**src/rtl/tfn_pkg.sv**
```systemverilog
// Shared widths, constants and pipeline payload types of the triangle face normal block.
// Used by every module and interface of the block; depends on nothing.
package tfn_pkg;

  localparam int COORD_BITS       = 24;
  localparam int NORMAL_FRAC_BITS = 15;
  localparam int TARGET_BITS      = 31;
  localparam int OUT_W            = 16;

  localparam int EDGE_W  = COORD_BITS + 1;
  localparam int PROD_W  = 2 * EDGE_W;
  localparam int CROSS_W = PROD_W + 1;
  localparam int NORM_W  = (CROSS_W > TARGET_BITS) ? CROSS_W : TARGET_BITS;
  localparam int SHW     = $clog2(NORM_W);
  localparam int NSH     = SHW;
  localparam int M_W     = TARGET_BITS;
  localparam int SQ_W    = 2 * M_W + 2;
  localparam int ROOT_W  = M_W + 1;
  localparam int RBW     = $clog2(ROOT_W);
  localparam int QW      = NORMAL_FRAC_BITS + 1;
  localparam int QBW     = $clog2(QW);
  localparam int NUM_W   = M_W + NORMAL_FRAC_BITS + 1;
  localparam int DV_W    = ROOT_W + QW;
  localparam int LIM_I   = (((1 << NORMAL_FRAC_BITS) - 1) > 32767) ? 32767
                                                                 : ((1 << NORMAL_FRAC_BITS) - 1);

  typedef struct packed {
    logic [2:0][COORD_BITS-1:0] a;
    logic [2:0][COORD_BITS-1:0] b;
    logic [2:0][COORD_BITS-1:0] c;
  } tri_t;

  typedef struct packed {
    logic [2:0]             neg;
    logic                   degen;
    logic [2:0][NORM_W-1:0] mag;
  } norm_t;

  typedef struct packed {
    logic [2:0]            neg;
    logic                  degen;
    logic [2:0][M_W-1:0]   m;
    logic [SQ_W-1:0]       rem;
    logic [ROOT_W-1:0]     root;
  } sqrt_t;

  typedef struct packed {
    logic [2:0]            neg;
    logic                  degen;
    logic [ROOT_W-1:0]     len;
    logic [2:0][NUM_W-1:0] rem;
    logic [2:0][QW-1:0]    q;
  } div_t;

endpackage

```
**src/rtl/tfn_sqrt_cell.sv**
```systemverilog
// One result bit of the restoring integer square root: keeps n - root^2
// and sets the root bit when the trial fits. Depends on tfn_pkg.
module tfn_sqrt_cell (
  input  logic                    clk_i,
  input  logic                    rst_ni,
  input  logic [tfn_pkg::RBW-1:0] bit_i,
  input  logic                    valid_i,
  output logic                    ready_o,
  input  tfn_pkg::sqrt_t          data_i,
  output logic                    valid_o,
  input  logic                    ready_i,
  output tfn_pkg::sqrt_t          data_o
);

  localparam int TW = tfn_pkg::SQ_W + 1;

  logic           vld_q;
  tfn_pkg::sqrt_t data_q, data_d;
  logic [TW-1:0]  trial;
  logic           fit;

  always_comb begin
    // (root + 2^i)^2 - root^2 = root * 2^(i+1) + 2^(2i)
    trial = (TW'(data_i.root) << ({1'b0, bit_i} + 1'b1)) + (TW'(1) << {bit_i, 1'b0});
    fit   = {1'b0, data_i.rem} >= trial;
    data_d = data_i;
    if (fit) begin
      data_d.rem  = data_i.rem - trial[tfn_pkg::SQ_W-1:0];
      data_d.root = data_i.root | (tfn_pkg::ROOT_W'(1) << bit_i);
    end
  end

  assign ready_o = !vld_q || ready_i;
  assign valid_o = vld_q;
  assign data_o  = data_q;

  always_ff @(posedge clk_i or negedge rst_ni) begin
    if (!rst_ni) begin
      vld_q <= 1'b0;
    end else if (ready_o) begin
      vld_q <= valid_i;
    end
  end

  always_ff @(posedge clk_i) begin
    if (ready_o && valid_i) data_q <= data_d;
  end

endmodule

```
**config.mk**
```make
export PLATFORM = sky130hd
export DESIGN_NAME = tfn_sqrt_cell
export DESIGN_NICKNAME = d
export VERILOG_FILES = /design/src/rtl/tfn_pkg.sv /design/src/rtl/tfn_sqrt_cell.sv
export SDC_FILE = /design/constraint.sdc
export NUM_CORES = 1
export LEC_CHECK = 0
export CAP_MARGIN = 0
export CORE_UTILIZATION = 45
export DETAILED_ROUTE_END_ITERATION = 12
export DONT_BUFFER_PORTS = 1
export PLACE_DENSITY = 0.69
export SLEW_MARGIN = 10
export SYNTH_ARGS = -nofsm -noshare
export SYNTH_HDL_FRONTEND = slang
export SYNTH_SLANG_ARGS = --single-unit
```
**constraint.sdc**
```tcl
create_clock -name clk_i -period 5.49 [get_ports clk_i]
set_clock_uncertainty 0.1 [all_clocks]
set_input_delay 0.549 -clock clk_i [delete_from_list [all_inputs] [get_ports clk_i]]
set_output_delay 0.549 -clock clk_i [all_outputs]
set_load 0.02 [all_outputs]
```
==> metrics.yaml <==
async_flop_share_pct: 0.5155
fin_ws_ns: -1.740
num_rows: 68
hold_violations: 0
setup_viol: 96
maxSlewViolCount: 0
clockBufferDepth: 2
cts_made_buffers: 17
synth_area_sq_um: 15870
timing.setup.tns_ns: -158.18
path_clk_slew_ns: 0.08
min_period_ns: 7.230
slowest_delay_ns: 0.35
leakagePower_uw: 0.01002
route.detailed.drc: 0
ys_seq_area_share_pct: 36.67
utilization_pct: 65.90
overflow: 0
io_buffers: 0
muxShareOfSynthArea_pct: 11.82
hold_end: "data_o[97]"
final_cell_mix: "buf_4 (647), edfxtp_1 (193), nor2_1 (156)"
hold_slack_ns: 0.07929
yosys.area_share.simple_pct: 13.23
final_common_cell: "buf_4"
first_global_vias: 15730
dp_cells: 2587
io_pins: 397
fin_cells: 2695
worst_hold_startpoint: "data_i[97]"
antenna_found_initial: 1
drtPass1Iterations: 5
gp_congestion: 0.9822
rrSetupSlack_ns: 3.12
netlist-cell-type-count: 80
area.growth.synth_to_final_pct: 43.77
crit_cells: 39
ctsRootBufferMaster: "clkbuf_16"
synth_fp_nets: 1917
drt_iter0_drc: 1164
avgViaCountPerCell: 5.886
grt_start_max_net_pins: 116
path_buf_inv: 11
drive_above_1_share_pct: 42.52
r2r_start: "valid_o"
synth_enable_flop_cells: 193
hpwl_microns: 48310
grt_usage_pct: 33.36
ys_ff_latch: 194
hold_path.class: "input port to flip-flop"
yosysWarnings: 0
dr_total_vias: 15860
dieArea_sq_um: 36030
synth_top_family_by_area: "compound AO/OA/AOI/OAI gates"
post-route-period-util_pct: 131.7
dp_slack_ns: -2.386
cts_tree: "done"
grt_pass1_wl_microns: 90720
die_y_microns: 189.8
start_kind: "input port"
grt_setup_unrepaired: "yes"
clk_latency_ns: 0.45
slowest_stage: "a2111oi_4"
end_kind: "flip-flop"
ys.flop_type: "edfxtp_1"
slew_headroom_pct: 49.20
syn_area_per_cell_sq_um: 9.853
path_class: "input port to flip-flop"
routed_wl_microns: 62420
crit_arrival_ns: 7.34
synth-compound-area-share_pct: 19.96
cts.sinks: 194
path_max_fanout: 53
max_clock_freq_ghz: 0.1383
ir_drop_v: 0.0002370
cp_top_family: "compound AO/OA/AOI/OAI gates"
violations: "setup timing"
synthAdderAreaFrac_pct: 8.245
critPathRequiredTime_ns: 5.60
start_util_pct: 45.84
holdPathStages: 0
outcome: "finished, violations left"
synthCells: 1611
htree_num_levels: 4
crit_path_frequent_cell: "buf_4"
worst_pin_slew_ns: 0.7620
rr_worst_depth: 3
die_w_microns: 189.8
drv_cap: 0
p_per_area_nw_per_um2: 282.3
nets: 2532
reg2reg_to: "data_o[29]"
core_sq_um: 34630
detail_route.wl_per_cell_microns: 23.16
postRouteAntennaNets: 0
synth_xor_area_share_pct: 6.629
[worst max-delay path by stage]
stage | start | endpoint
2_1_floorplan | bit_i[0] | data_o[88]
3_3_place_gp | bit_i[0] | data_o[88]
3_5_place_dp | bit_i[0] | data_o[92]
4_1_cts | bit_i[0] | data_o[40]
5_1_grt | bit_i[0] | data_o[40]
6_report | bit_i[0] | data_o[40]
[routing by layer]
| layer | global-route usage (%) | vias to the layer above | share of wire (%) |
|---|---|---|---|
| li1 | - | 7347 | - |
| met1 | 39.44 | 7691 | 40 |
| met2 | 59.03 | 691 | 49 |
| met3 | 7.397 | 133 | 7.1 |
| met4 | 12.00 | 0 | 3.6 |
| met5 | 0 | - | 0 |
[cell type report]
type                            instances  area [sq um]
Antenna cell                            1         2.502
Clock buffer                           17         425.4
Inverter                               40         153.9
Timing Repair Buffer                  676          5436
Clock inverter                         15         140.1
Multi-Input combinational cell       1297         10270
Tap cell                              455         569.3
Fill cell                            2718         11810
Sequential cell                       194          5821
[cell usage after synthesis, types with 11 or more instances]
cell type | count | share of area (%)
nand2_1 | 94 | 2.2
nor3_1 | 23 | 0.73
mux2_2 | 83 | 5.9
a211oi_1 | 18 | 0.85
nand4_1 | 22 | 0.87
xnor2_1 | 78 | 4.3
edfxtp_1 | 193 | 37
clkbuf_1 | 42 | 0.99
o21bai_1 | 23 | 1.1
ha_1 | 103 | 8.1
o21ai_0 | 72 | 2.3
inv_1 | 40 | 0.95
nor2b_1 | 18 | 0.71
o31ai_1 | 11 | 0.52
buf_2 | 11 | 0.35
o211ai_1 | 14 | 0.66
a21o_1 | 101 | 4.8
nand2b_1 | 12 | 0.47
o22ai_1 | 18 | 0.71
nor2_1 | 168 | 4.0
o21a_1 | 11 | 0.52
mux4_2 | 17 | 2.4
a21oi_1 | 127 | 4.0
a31oi_1 | 15 | 0.59
mux2i_1 | 44 | 2.8
and2_1 | 28 | 1.1
xor2_1 | 39 | 2.2
and3_1 | 13 | 0.51
nand3_1 | 28 | 0.88
buf_1 | 11 | 0.26
[report_power, final]
part / switching [uW] / internal (uW) / total [uW]
combinational: 1470 / 1650 / 3120
sequential: 234 / 1840 / 2070
clock: 641 / 602 / 1240
[flip-flops by register name, summed over array words and instances (netlist names)]
| name | cells |
|---|---|
| valid_o | 1 |
| data_o | 193 |
[what timing repair did]
item	4_1_cts	5_1_grt
pin swaps	64	45
endpoints found under the hold margin	1	0
resized for setup	88	102
cloned	6	4
setup buffers	46	22
setup endpoints to repair	96	96
hold buffers	1	0
[logic make-up (layout without fill, tap and decap cells)]
logic type               count (synthesis)  in the layout
XOR/XNOR                               118            118
other                                    0              1
flip-flops                             194            194
adder cells (fa/ha/maj)                104            104
AND/OR/NAND/NOR                        441            441
multiplexers                           152            152
AO/OA/AOI/OAI                          482            482
buffers and inverters                  120            748
[stage by stage]
| step | instance area [sq um] | power [uW] |
|---|---|---|
| after floorplan | 16060 | 3616 |
| after global routing | 22820 | 6744 |
| after detailed placement | 20770 | 4831 |
| after CTS | 22240 | 6252 |
| final | 22820 | 6441 |
| after global placement | 20770 | 4778 |
Note: power is estimated with default switching activity, not from simulation.
