### src/rtl/tfn_pkg.sv
// Shared widths, constants and pipeline payload types of the triangle face normal block.
// Used by every module and interface of the block; depends on nothing.
package tfn_pkg;

  localparam int COORD_BITS       = 24;
  localparam int NORMAL_FRAC_BITS = 15;
  localparam int TARGET_BITS      = 31;
  localparam int OUT_W            = 16;

  localparam int EDGE_W  = COORD_BITS + 1;
  localparam int PROD_W  = 2 * EDGE_W;
  localparam int CROSS_W = PROD_W + 1;
  localparam int NORM_W  = (CROSS_W > TARGET_BITS) ? CROSS_W : TARGET_BITS;
  localparam int SHW     = $clog2(NORM_W);
  localparam int NSH     = SHW;
  localparam int M_W     = TARGET_BITS;
  localparam int SQ_W    = 2 * M_W + 2;
  localparam int ROOT_W  = M_W + 1;
  localparam int RBW     = $clog2(ROOT_W);
  localparam int QW      = NORMAL_FRAC_BITS + 1;
  localparam int QBW     = $clog2(QW);
  localparam int NUM_W   = M_W + NORMAL_FRAC_BITS + 1;
  localparam int DV_W    = ROOT_W + QW;
  localparam int LIM_I   = (((1 << NORMAL_FRAC_BITS) - 1) > 32767) ? 32767
                                                                 : ((1 << NORMAL_FRAC_BITS) - 1);

  typedef struct packed {
    logic [2:0][COORD_BITS-1:0] a;
    logic [2:0][COORD_BITS-1:0] b;
    logic [2:0][COORD_BITS-1:0] c;
  } tri_t;

  typedef struct packed {
    logic [2:0]             neg;
    logic                   degen;
    logic [2:0][NORM_W-1:0] mag;
  } norm_t;

  typedef struct packed {
    logic [2:0]            neg;
    logic                  degen;
    logic [2:0][M_W-1:0]   m;
    logic [SQ_W-1:0]       rem;
    logic [ROOT_W-1:0]     root;
  } sqrt_t;

  typedef struct packed {
    logic [2:0]            neg;
    logic                  degen;
    logic [ROOT_W-1:0]     len;
    logic [2:0][NUM_W-1:0] rem;
    logic [2:0][QW-1:0]    q;
  } div_t;

endpackage

### src/rtl/tfn_norm_cell.sv
// One step of the normalizing shift: shifts all three magnitudes left by a
// fixed power of two when the top bits of their OR are clear. Depends on tfn_pkg.
module tfn_norm_cell (
  input  logic                    clk_i,
  input  logic                    rst_ni,
  input  logic [tfn_pkg::SHW-1:0] shift_i,
  input  logic                    valid_i,
  output logic                    ready_o,
  input  tfn_pkg::norm_t          data_i,
  output logic                    valid_o,
  input  logic                    ready_i,
  output tfn_pkg::norm_t          data_o
);

  logic                       vld_q;
  tfn_pkg::norm_t             data_q, data_d;
  logic [tfn_pkg::NORM_W-1:0] orw, mask;
  logic                       hit;

  always_comb begin
    orw  = data_i.mag[0] | data_i.mag[1] | data_i.mag[2];
    mask = ~({tfn_pkg::NORM_W{1'b1}} >> shift_i);
    hit  = ((orw & mask) == '0);
    data_d = data_i;
    if (hit) begin
      for (int i = 0; i < 3; i++) data_d.mag[i] = data_i.mag[i] << shift_i;
    end
  end

  assign ready_o = !vld_q || ready_i;
  assign valid_o = vld_q;
  assign data_o  = data_q;

  always_ff @(posedge clk_i or negedge rst_ni) begin
    if (!rst_ni) begin
      vld_q <= 1'b0;
    end else if (ready_o) begin
      vld_q <= valid_i;
    end
  end

  always_ff @(posedge clk_i) begin
    if (ready_o && valid_i) data_q <= data_d;
  end

endmodule

### config.mk
export PLATFORM = sky130hd
export DESIGN_NAME = tfn_norm_cell
export DESIGN_NICKNAME = d
export VERILOG_FILES = /design/src/rtl/tfn_pkg.sv /design/src/rtl/tfn_norm_cell.sv
export SDC_FILE = /design/constraint.sdc
export NUM_CORES = 1
export LEC_CHECK = 0
export CORE_MARGIN = 4
export CORE_UTILIZATION = 43
export DETAILED_ROUTE_END_ITERATION = 10
export DONT_BUFFER_PORTS = 1
export HOLD_SLACK_MARGIN = 0.03
export SETUP_SLACK_MARGIN = 0.1
export SYNTH_ARGS = -nofsm -noshare
export SYNTH_HDL_FRONTEND = slang
export SYNTH_SLANG_ARGS = --single-unit
### constraint.sdc
create_clock -name clk_i -period 11.5 [get_ports clk_i]
set_input_delay 0.575 -clock clk_i [delete_from_list [all_inputs] [get_ports clk_i]]
set_output_delay 0.575 -clock clk_i [all_outputs]
set_load 0.05 [all_outputs]
==> summary.md <==
| Metric | Value |
|---|---|
| Number of post-CTS setup repair buffers | 0 |
| Max frequency | approximately 200 MHz |
| Sum Neg Setup Slack | 0 ns |
| Number of cells traversed by the worst hold path | 0 |
| Average cell area after synthesis | 9.90 um2 |
| Final Slew Violations | 0 |
| Root Buffer Master | clkbuf_16 |
| Syn nets | roughly 1800 |
| Overflow left after global routing | 0 |
| Weighted congestion reported at the end of routability-driven placement | 0.985 |
| Area of the core | ~0.038 mm2 |
| Largest net degree at the start of global routing | a little over 200 |
| Row count | 71 |
| R2R cell count | 3 |
| Post-route non-filler standard cell count | around 2100 |
| Vias after detailed routing | around 15000 |
| Warnings, synthesis | 0 |
| Slew headroom | 0.185 |
| Final Hold Viols | 0 |
| Routed wire length | between 70 and 80 mm |
| Post-Synthesis Cells | 1671 |
| Clock tree from TritonCTS | yes |
| Maximum root-to-sink buffer count | 2 |
| Post-layout net count | between 1500 and 2000 |
| Max-capacitance violation count | 0 |
| # IOs | around 330 |
| Final routed wire length divided by cell count | around 38 um |
| Overall power consumption | roughly 1.9 mW |
| Seq/Total Area, Yosys | 0.287 |
| Number of flops mapped to enable cells by yosys | around 160 |
| Fraction of final layout cells with drive strength greater than 1 | 0.234 |
| Final setup skew | between 0.009 and 0.01 ns |
| Setup repair after global routing missed its margin | false |
| Pre-Repair DR Iteration Count | 8 |
| Total routing usage reported by global routing | 0.368 |
| Most frequent standard cell in the layout excluding fill and tap cells | mux2i_1 |
| Clock Sinks | between 150 and 200 |
| Synthesized flop and latch total | 158 |
| Number of distinct library cells after synthesis | between 60 and 70 |
| First-pass GRT wire length | about 110 mm |
| Area after detailed placement | 0.0167 mm2 |
| Avg Vias per Cell | between 7 and 8 |
| Top FF cell, synth | edfxtp_1 |
| Setup slack of the critical path after layout | about 6.6 ns |
| Clock latency on the worst-skew pair | 0.47 ns |
| Number of design rule violations left after detail routing | 0 |
| Final critical delay including setup and external delays | approximately 4.9 ns |
| Register clock-pin slew on the reported worst setup and hold paths | about 0.07 ns |
| Final setup viols | 0 |
| Arrival time of the worst setup path | between 5 and 6 ns |
| Commonest cells after routing, fill and taps aside | 207 x mux2i_1, 205 x mux2_2, 190 x nand2_1 |
| Final worst path period share | 0.424 |
| Placed Cells incl. Taps | 2054 |
| Overall die height | between 200 and 250 um |
| Mapped Area | around 0.017 mm2 |
| Sequential cell area | 0.00474 mm2 |
| HP Class | input port to flip-flop |
| Initial antenna violation count | 2 |
| Antenna diode count | 0 |
| Quantity of I/O buffers inserted on ports | 0 |
| Critical register-to-register path startpoint | valid_o$_DFFE_PN0N_ |
| Multi-input combinational cell area | between 0.01 and 0.015 mm2 |
| DPL Wire Length | ~58 mm |
| PD cells | around 110 mW/mm2 |
| Sort of element at the start of the critical path | input port |
| First-iteration detailed-routing DRC count | 2771 |
| Highest fanout seen on the critical path | about 150 |
| Placement Setup Slack | a little over 6 ns |
| Kind of critical path | input port to flip-flop |
| Effective utilization at floorplan | 0.437 |
| Reg-to-Reg End | data_o[138]$_DFFE_PP_ |
| Static power due to leakage | ~6.0 nW |
| Result of the run | finished, final reports clean |
| Area growth, synth to finish | 4.63% |
| Actual slew at the worst max-slew pin | 1.21 ns |
| Post-route cell area | 0.0173 mm2 |
| Min-delay src | data_i[153] |
| Number of filler instances in the final layout | about 3700 |
| Full die area | 0.0417 mm2 |
| Worst Path Required | roughly 12 ns |
| Antenna Nets Post-Route | 0 |
| Slack of the worst reg-to-reg path | a little under 9 ns |
| Worst hold path endpoint | data_o[153]$_DFFE_PP_ |
| Number of clock buffers inserted by TritonCTS | 17 |
| Highest ir drop seen on vdd | 115 uV |
| Count of H-tree levels built during CTS | 4 |
| Async set-or-reset flop fraction in the synthesized netlist | 0.00633 |
| Floorplan die width | just over 200 um |
| Crit. End Element | flip-flop |
| Number of global-route vias before repair | 14500 |
==> through the flow <==
step / utilization / hold WS, ns
after detailed placement: 0.442 / 0.279
after floorplan: - / 0.279
after CTS: 0.457 / 0.186
after global placement: 0.442 / 0.279
final: 0.457 / 0.204
after global routing: 0.457 / 0.186
==> area by class of cell <==
cell class,instances,area share
multi-input combinational,1337,0.641
timing repair buffer,22,0.00969
clock buffer,18,0.0248
inverter,27,0.00593
tap,511,0.0370
clock inverter,14,0.00781
sequential,158,0.274
==> what timing repair did <==
action | in CTS | in global routing
endpoints found under the hold margin | 1 | 0
resized for setup | 0 | 0
endpoints found under the setup margin | 0 | 0
hold buffers | 1 | 0
==> worst max-delay path: stages <==
cell and delay (ns):
inv_2 0.57, buf_4 0.66, o2111ai_1 0.22, o31a_1 0.27
or4_1 0.64, a2111oi_4 0.42, buf_4 0.65, buf_4 0.63
mux2_2 0.41
==> synth_stat cells (4+ instances only) <==
cell,count,share of area
a221o_1,5,0.0030
buf_1,27,0.0061
o221ai_1,22,0.012
nor2_1,114,0.026
or3_1,10,0.0038
a211oi_1,18,0.0082
nand3_1,13,0.0039
mux2_1,8,0.0054
o22a_1,7,0.0037
edfxtp_1,157,0.29
mux2i_1,207,0.13
mux4_2,95,0.13
a2bb2oi_1,6,0.0032
clkbuf_1,88,0.020
or2_2,8,0.0030
or4_1,4,0.0018
a22oi_1,20,0.0091
nor3_1,42,0.013
mux2_2,205,0.14
o22ai_1,32,0.012
a31oi_1,10,0.0038
nand2b_1,14,0.0053
nor2b_1,12,0.0045
buf_2,27,0.0082
o21ai_0,100,0.030
a21oi_1,78,0.024
o2bb2ai_1,5,0.0026
a22o_1,6,0.0032
inv_1,25,0.0057
and3_1,8,0.0030
nand2_1,190,0.043
buf_4,7,0.0032
o211ai_1,20,0.0091
a221oi_1,15,0.0079
o211a_1,4,0.0024
nor4_1,6,0.0023
and2_1,12,0.0045
==> worst max path at each step <==
stage                             start                    to  slack [ns]
finish                       shift_i[0]  data_o[29]$_DFFE_PP_        6.62
global route                 shift_i[0]  data_o[29]$_DFFE_PP_        6.50
CTS                          shift_i[0]  data_o[29]$_DFFE_PP_        6.72
detailed placement           shift_i[0]  data_o[29]$_DFFE_PP_        6.22
global placement             shift_i[0]  data_o[36]$_DFFE_PP_        6.34
floorplan           valid_o$_DFFE_PN0N_   data_o[0]$_DFFE_PP_        6.24
==> kinds of logic (layout without fill, tap and decap cells) <==
logic type / Yosys count / after routing / synth area share
flip-flops: 158 / 158 / 0.287
multiplexers: 515 / 515 / 0.400
AO/OA/AOI/OAI: 384 / 384 / 0.154
buffers and inverters: 176 / 81 / 0.0436
adder cells (fa/ha/maj): 1 / 1 / 0.000605
AND/OR/NAND/NOR: 437 / 437 / 0.116
==> power breakdown <==
group | switching, mW | leakage, nW | internal (mW)
Sequential | 0.119 | 1.51 | 0.675
Combinational | 0.328 | 4.21 | 0.218
Clock | 0.270 | 0.270 | 0.302
Total | 0.717 | 5.98 | 1.20
==> per-layer routing <==
layer	GRT usage	vias to the layer above	routed length (um)
li1	-	6297	-
met3	0.155	166	11900
met1	0.499	7596	30900
met2	0.531	1282	33300
met5	0.00952	-	90
met4	0.119	6	3010
==> registers in the layout (all words and copies together), names as in the netlist <==
signal   cells
valid_o      1
data_o     157
(Power assumes the default switching activity.)
