--- src/rtl/tfn_pkg.sv ---
// Shared widths, constants and pipeline payload types of the triangle face normal block.
// Used by every module and interface of the block; depends on nothing.
package tfn_pkg;

  localparam int COORD_BITS       = 24;
  localparam int NORMAL_FRAC_BITS = 15;
  localparam int TARGET_BITS      = 31;
  localparam int OUT_W            = 16;

  localparam int EDGE_W  = COORD_BITS + 1;
  localparam int PROD_W  = 2 * EDGE_W;
  localparam int CROSS_W = PROD_W + 1;
  localparam int NORM_W  = (CROSS_W > TARGET_BITS) ? CROSS_W : TARGET_BITS;
  localparam int SHW     = $clog2(NORM_W);
  localparam int NSH     = SHW;
  localparam int M_W     = TARGET_BITS;
  localparam int SQ_W    = 2 * M_W + 2;
  localparam int ROOT_W  = M_W + 1;
  localparam int RBW     = $clog2(ROOT_W);
  localparam int QW      = NORMAL_FRAC_BITS + 1;
  localparam int QBW     = $clog2(QW);
  localparam int NUM_W   = M_W + NORMAL_FRAC_BITS + 1;
  localparam int DV_W    = ROOT_W + QW;
  localparam int LIM_I   = (((1 << NORMAL_FRAC_BITS) - 1) > 32767) ? 32767
                                                                 : ((1 << NORMAL_FRAC_BITS) - 1);

  typedef struct packed {
    logic [2:0][COORD_BITS-1:0] a;
    logic [2:0][COORD_BITS-1:0] b;
    logic [2:0][COORD_BITS-1:0] c;
  } tri_t;

  typedef struct packed {
    logic [2:0]             neg;
    logic                   degen;
    logic [2:0][NORM_W-1:0] mag;
  } norm_t;

  typedef struct packed {
    logic [2:0]            neg;
    logic                  degen;
    logic [2:0][M_W-1:0]   m;
    logic [SQ_W-1:0]       rem;
    logic [ROOT_W-1:0]     root;
  } sqrt_t;

  typedef struct packed {
    logic [2:0]            neg;
    logic                  degen;
    logic [ROOT_W-1:0]     len;
    logic [2:0][NUM_W-1:0] rem;
    logic [2:0][QW-1:0]    q;
  } div_t;

endpackage

--- src/rtl/tfn_div_cell.sv ---
// One quotient bit of the restoring division, three lanes sharing the
// divisor (the vector length). Depends on tfn_pkg.
module tfn_div_cell (
  input  logic                    clk_i,
  input  logic                    rst_ni,
  input  logic [tfn_pkg::QBW-1:0] bit_i,
  input  logic                    valid_i,
  output logic                    ready_o,
  input  tfn_pkg::div_t           data_i,
  output logic                    valid_o,
  input  logic                    ready_i,
  output tfn_pkg::div_t           data_o
);

  logic                     vld_q;
  tfn_pkg::div_t            data_q, data_d;
  logic [tfn_pkg::DV_W-1:0] dvs;

  always_comb begin
    dvs    = tfn_pkg::DV_W'(data_i.len) << bit_i;
    data_d = data_i;
    for (int i = 0; i < 3; i++) begin
      if (tfn_pkg::DV_W'(data_i.rem[i]) >= dvs) begin
        data_d.rem[i] = data_i.rem[i] - dvs[tfn_pkg::NUM_W-1:0];
        data_d.q[i]   = data_i.q[i] | (tfn_pkg::QW'(1) << bit_i);
      end
    end
  end

  assign ready_o = !vld_q || ready_i;
  assign valid_o = vld_q;
  assign data_o  = data_q;

  always_ff @(posedge clk_i or negedge rst_ni) begin
    if (!rst_ni) begin
      vld_q <= 1'b0;
    end else if (ready_o) begin
      vld_q <= valid_i;
    end
  end

  always_ff @(posedge clk_i) begin
    if (ready_o && valid_i) data_q <= data_d;
  end

endmodule

--- config.mk ---
export PLATFORM = sky130hd
export DESIGN_NAME = tfn_div_cell
export DESIGN_NICKNAME = d
export VERILOG_FILES = /design/src/rtl/tfn_pkg.sv /design/src/rtl/tfn_div_cell.sv
export SDC_FILE = /design/constraint.sdc
export NUM_CORES = 1
export LEC_CHECK = 0
export BUFFER_PORTS_ARGS = -buffer_cell sky130_fd_sc_hd__buf_2
export CAP_MARGIN = 20
export CORE_ASPECT_RATIO = 0.6
export CORE_UTILIZATION = 40
export CTS_BUF_LIST = sky130_fd_sc_hd__clkbuf_4 sky130_fd_sc_hd__clkbuf_8
export CTS_CLUSTER_SIZE = 20
export DETAILED_ROUTE_END_ITERATION = 16
export PLACE_DENSITY = 0.65
export SLEW_MARGIN = 30
export SYNTH_ARGS = -nofsm -noshare
export SYNTH_HDL_FRONTEND = slang
export SYNTH_SLANG_ARGS = --single-unit
--- constraint.sdc ---
create_clock -name clk_i -period 5.6 [get_ports clk_i]
set_input_delay 1.12 -clock clk_i [delete_from_list [all_inputs] [get_ports clk_i]]
set_output_delay 1.12 -clock clk_i [all_outputs]
set_load 0.02 [all_outputs]
==> flow_results.org <==
** Status
- The run finished with clean final reports.

** Cells and area
- Final #Nets :: 3000
- Summing all flip-flop and latch instances after layout gives 6782 sq um.
- Share of post-route cells with drive strength above 1 :: 0.3482
- For this run, the number of standard cells in the final layout without fillers is 3283.
- Area delta synth->final :: 29.69%
- The multi-input combinational cells in the finished layout cover a total of 11290 sq um.
- Fill cells in the final layout number 4248.
- Final core area utilization :: 0.5256

** Yosys
- Share of flip-flops with an asynchronous set or reset :: 0.004425
- Synthesis inferred 226 register bits.
- Yosys mapped a number of flops with a built-in enable equal to 225.
- Counting distinct cell types in the post-synthesis netlist gives 81.
- Syn Std Cell Area :: 18750 sq um
- Of the synthesized area, sequential elements account for 0.3618.
- Synth Area per Inst :: 9.603 sq um
- Synthesis produced a netlist with a net count of 2335.
- Synth area leader :: edfxtp_1
- Area contributors post-synth :: edfxtp_1 (36%), ha_1 (9.8%), a21oi_1 (5.2%), nand2_1 (4.1%), a21o_1 (3.7%)
- The Yosys step of the flow raised 0 warnings.
- Cells after Synth :: 1952
- For this run, the leading register cell type out of synthesis is edfxtp_1.
- Of the post-synthesis cell area, the dominant cell type holds 0.3604.

** Power and ir drop
- Switching share of total power :: 0.3747
- Share of power burned in registers :: 0.310
- Share of total power in the clock network :: 0.223
- Power spread over the standard cell area amounts to 290.7 nW/um^2.
- Net switching component of the power :: 0.002648 W
- The design draws 0.007067 W.
- Leak pwr :: 10.88 nW
- Maximum resistive drop on vdd :: 0.0001421 V
- Internal cell power :: 0.004419 W
- Of the total power, combinational logic draws 0.467.

** Global routing
- Global-route wire length before repair :: 101.4 mm
- Number of antenna violations at the first check in global routing :: 8
- Entering global routing, the biggest net connects 73 pins.
- After global routing the overflow that remains totals 0.
- GR Util All Layers :: 0.2791
- Via count of the first global-routing pass :: 17350

** Clock network
- TritonCTS built the clock tree.
- Buffers inserted to repair hold after CTS numbered 0.
- Clock slew at reported path FFs :: 0.06 ns
- Root buffer cell :: clkbuf_8
- Buffer levels on the longest clock path :: 3
- Number of resized instances in the post-cts repair step :: 0
- Clock sink total :: 226
- Clock Latency Late Sink :: 0.58 ns
- Number of levels the H-tree was split into :: 2
- Number of buffers created by CTS :: 39
- Setup repair bufs after CTS :: 0

** Worst setup path
- The startpoint identified for the worst register-to-register timing path is valid_o.
- The endpoint identified for the worst register-to-register timing path is data_o[125].
- WP data required :: 5.93 ns
- Of all nets on the critical path, the largest fanout is 28.
- Worst Path Class, Setup :: in -> reg
- STA classifies the critical path endpoint as a flip-flop.
- Critical path data arrival time :: 5.24 ns
- STA classifies the critical path startpoint as a primary input.
- The worst register-to-register path has a depth of 3.
- Internal reg-to-reg setup slack :: 3.49 ns

** Floorplan
- Effective utilization at floorplan :: 0.4053
- Standard-cell row count :: 61
- After floorplanning, the core was sized to cover 46250 sq um.
- From left edge to right edge, the die measures 281.5 um.
- In this run the vertical extent of the chip is 169.7 um.
- Number of primary I/O pins :: 460
- Die ar. :: 47760 sq um

** Timing
- Timing would allow up to 0.2035 GHz.
- In the finished design, the share of the clock period the worst path needs comes to 0.8774.
- Once routing completed, OpenROAD measured the worst setup slack at 0.6864 ns.
- Actual transition at the worst max-transition pin :: 0.8674 ns
- Hold is met by 0.3107 ns.
- The count of final max-slew check failures was 0.
- Subtracting the final worst setup slack from the clock period gives 4.914 ns.
- The clock arrives with 0.01076 ns of skew.
- Slew Limit Headroom :: 0.4218
- Setup repair after global routing left no endpoint under its margin.
- The number of endpoints with negative hold slack in the final report came to 0.
- Final setup viols :: 0

** Detailed routing
- Routed length per placed instance :: 21.05 um
- Number of remaining DRC errors :: 0
- Aggregate routed wire length :: 69.11 mm
- For this block, the initial DRC count from the detailed router was 1532.
- Per-cell via count in the routed design :: 5.567
- Total iterations of the first detailed-routing run :: 5
- Antenna Violating Nets Remaining :: 0
- Total number of vias :: 18280

** Place
- Cell count after placement :: 3206
- At the end of routability-driven placement, the weighted congestion stood at 0.9300.
- Count of input and output buffers :: 459
- Summed over all nets, the half-perimeter wirelength after detailed placement is 56.16 mm.
- Worst-case setup slack after placement :: 0.1578 ns

** Run
- Number of maximum-capacitance constraint violations :: 0

** Min path
- Worst min-delay path category :: in -> async
==> stage by stage <==
step                 TNS, ns  cell area, sq um
finish                     0             24310
detailed placement         0             23520
floorplan           -0.01649             18750
global placement           0             23520
global route               0             24310
CTS                        0             24290
==> cell usage in the layout, fill, tap and decap left out, types with 41 or more instances in the layout <==
cell / netlist / final
a21o_1: 92 / 92
a21oi_1: 196 / 196
buf_2: 14 / 459
buf_4: 0 / 253
clkbuf_8: 0 / 41
edfxtp_1: 225 / 225
ha_1: 147 / 147
inv_1: 50 / 50
mux2_2: 53 / 53
nand2_1: 203 / 202
nand3_1: 41 / 41
nor2_1: 136 / 136
o21ai_0: 107 / 107
o21bai_1: 71 / 71
xnor2_1: 71 / 71
xor2_1: 55 / 55
==> cells by family (layout without fill, tap and decap cells) <==
family | after synthesis | in the layout | synth area share
compound gates | 628 | 628 | 0.2147
simple gates | 528 | 528 | 0.1277
mux | 141 | 141 | 0.09899
flops | 226 | 226 | 0.3618
buf+inv | 153 | 846 | 0.03664
xor+xnor | 126 | 126 | 0.05887
fa+ha+maj | 150 | 150 | 0.1013
other cells | 0 | 8 | 0
==> cell type report <==
cell class	instances	area share
flip-flops and latches	226	0.2790
diodes	8	0.0008235
multi-input cells	1573	0.4646
clock inverters	13	0.004014
repair buffers	725	0.1833
inverters	52	0.008029
well taps	630	0.03242
clock buffers	56	0.02784
==> flip-flops by register name, indices dropped and copies added (netlist names) <==
register  count
data_o      225
valid_o       1
==> cell usage after synthesis, types with 6 or more instances <==
cell and instances:
mux4_2 14, nor3_1 23, nand3_1 41, o21ai_0 107, o31ai_1 12, mux2_2 53
a21o_1 92, xnor2_1 71, o211ai_1 8, nor4_1 9, a31oi_1 23, nand4_1 36
o21a_1 24, o21ai_1 11, a211oi_1 14, nand2_1 203, edfxtp_1 225, nor2_1 136
or2_2 8, or3_1 6, a21oi_1 196, o31a_1 9, ha_1 147, inv_1 50
buf_2 14, a221oi_1 6, buf_1 7, mux2_4 40, o21bai_1 71, xor2_1 55
nand2b_1 14, mux2i_1 32, clkbuf_1 72, and2_1 9, nor2b_1 19, and3_1 15
==> worst max-delay path, stage by stage <==
cell and delay [ns]:
buf_2 0.16, buf_12 0.22, mux4_2 0.57, mux2i_1 0.20, nor2_1 0.06, a21oi_1 0.14, buf_4 0.20, ha_1 0.25
buf_4 0.17, a21oi_1 0.22, o211ai_1 0.12, nand2_1 0.10, buf_4 0.10, nand4_1 0.13, a21oi_1 0.24, o21ai_0 0.14
buf_4 0.18, a21boi_0 0.32, o21ai_0 0.18, xor2_1 0.16, mux2_2 0.26
==> power groups by stage <==
stage / Sequential, W / Combinational (W) / Clock, W
final: 0.00219 / 0.00330 / 0.00158
after global routing: 0.00220 / 0.00356 / 0.00169
after CTS: 0.00219 / 0.00326 / 0.00162
after detailed placement: 0.00222 / 0.00324 / 0
after global placement: 0.00222 / 0.00322 / 0
after floorplan: 0.00244 / 0.00181 / 0
==> routing by layer <==
layer / global-route usage / up-vias / part of all wire
li1: - / 8658 / -
met1: 0.4081 / 8808 / 0.47
met2: 0.4185 / 723 / 0.43
met3: 0.05383 / 85 / 0.077
met4: 0.07018 / 2 / 0.020
met5: 0 / - / 0.00025
==> how the worst max path moves through the flow <==
stage / from / end / slack, ns / cells after the start
after global placement: bit_i[0] / data_o[94] / 0.22 / 18
after floorplan: bit_i[0] / data_o[90] / -0.02 / 17
after detailed placement: bit_i[0] / data_o[90] / 0.16 / 16
after global routing: bit_i[0] / data_o[114] / 0.45 / 20
after CTS: bit_i[0] / data_o[92] / 0.75 / 17
final: bit_i[0] / data_o[135] / 0.69 / 21
Power figures use the tool's default switching activity.
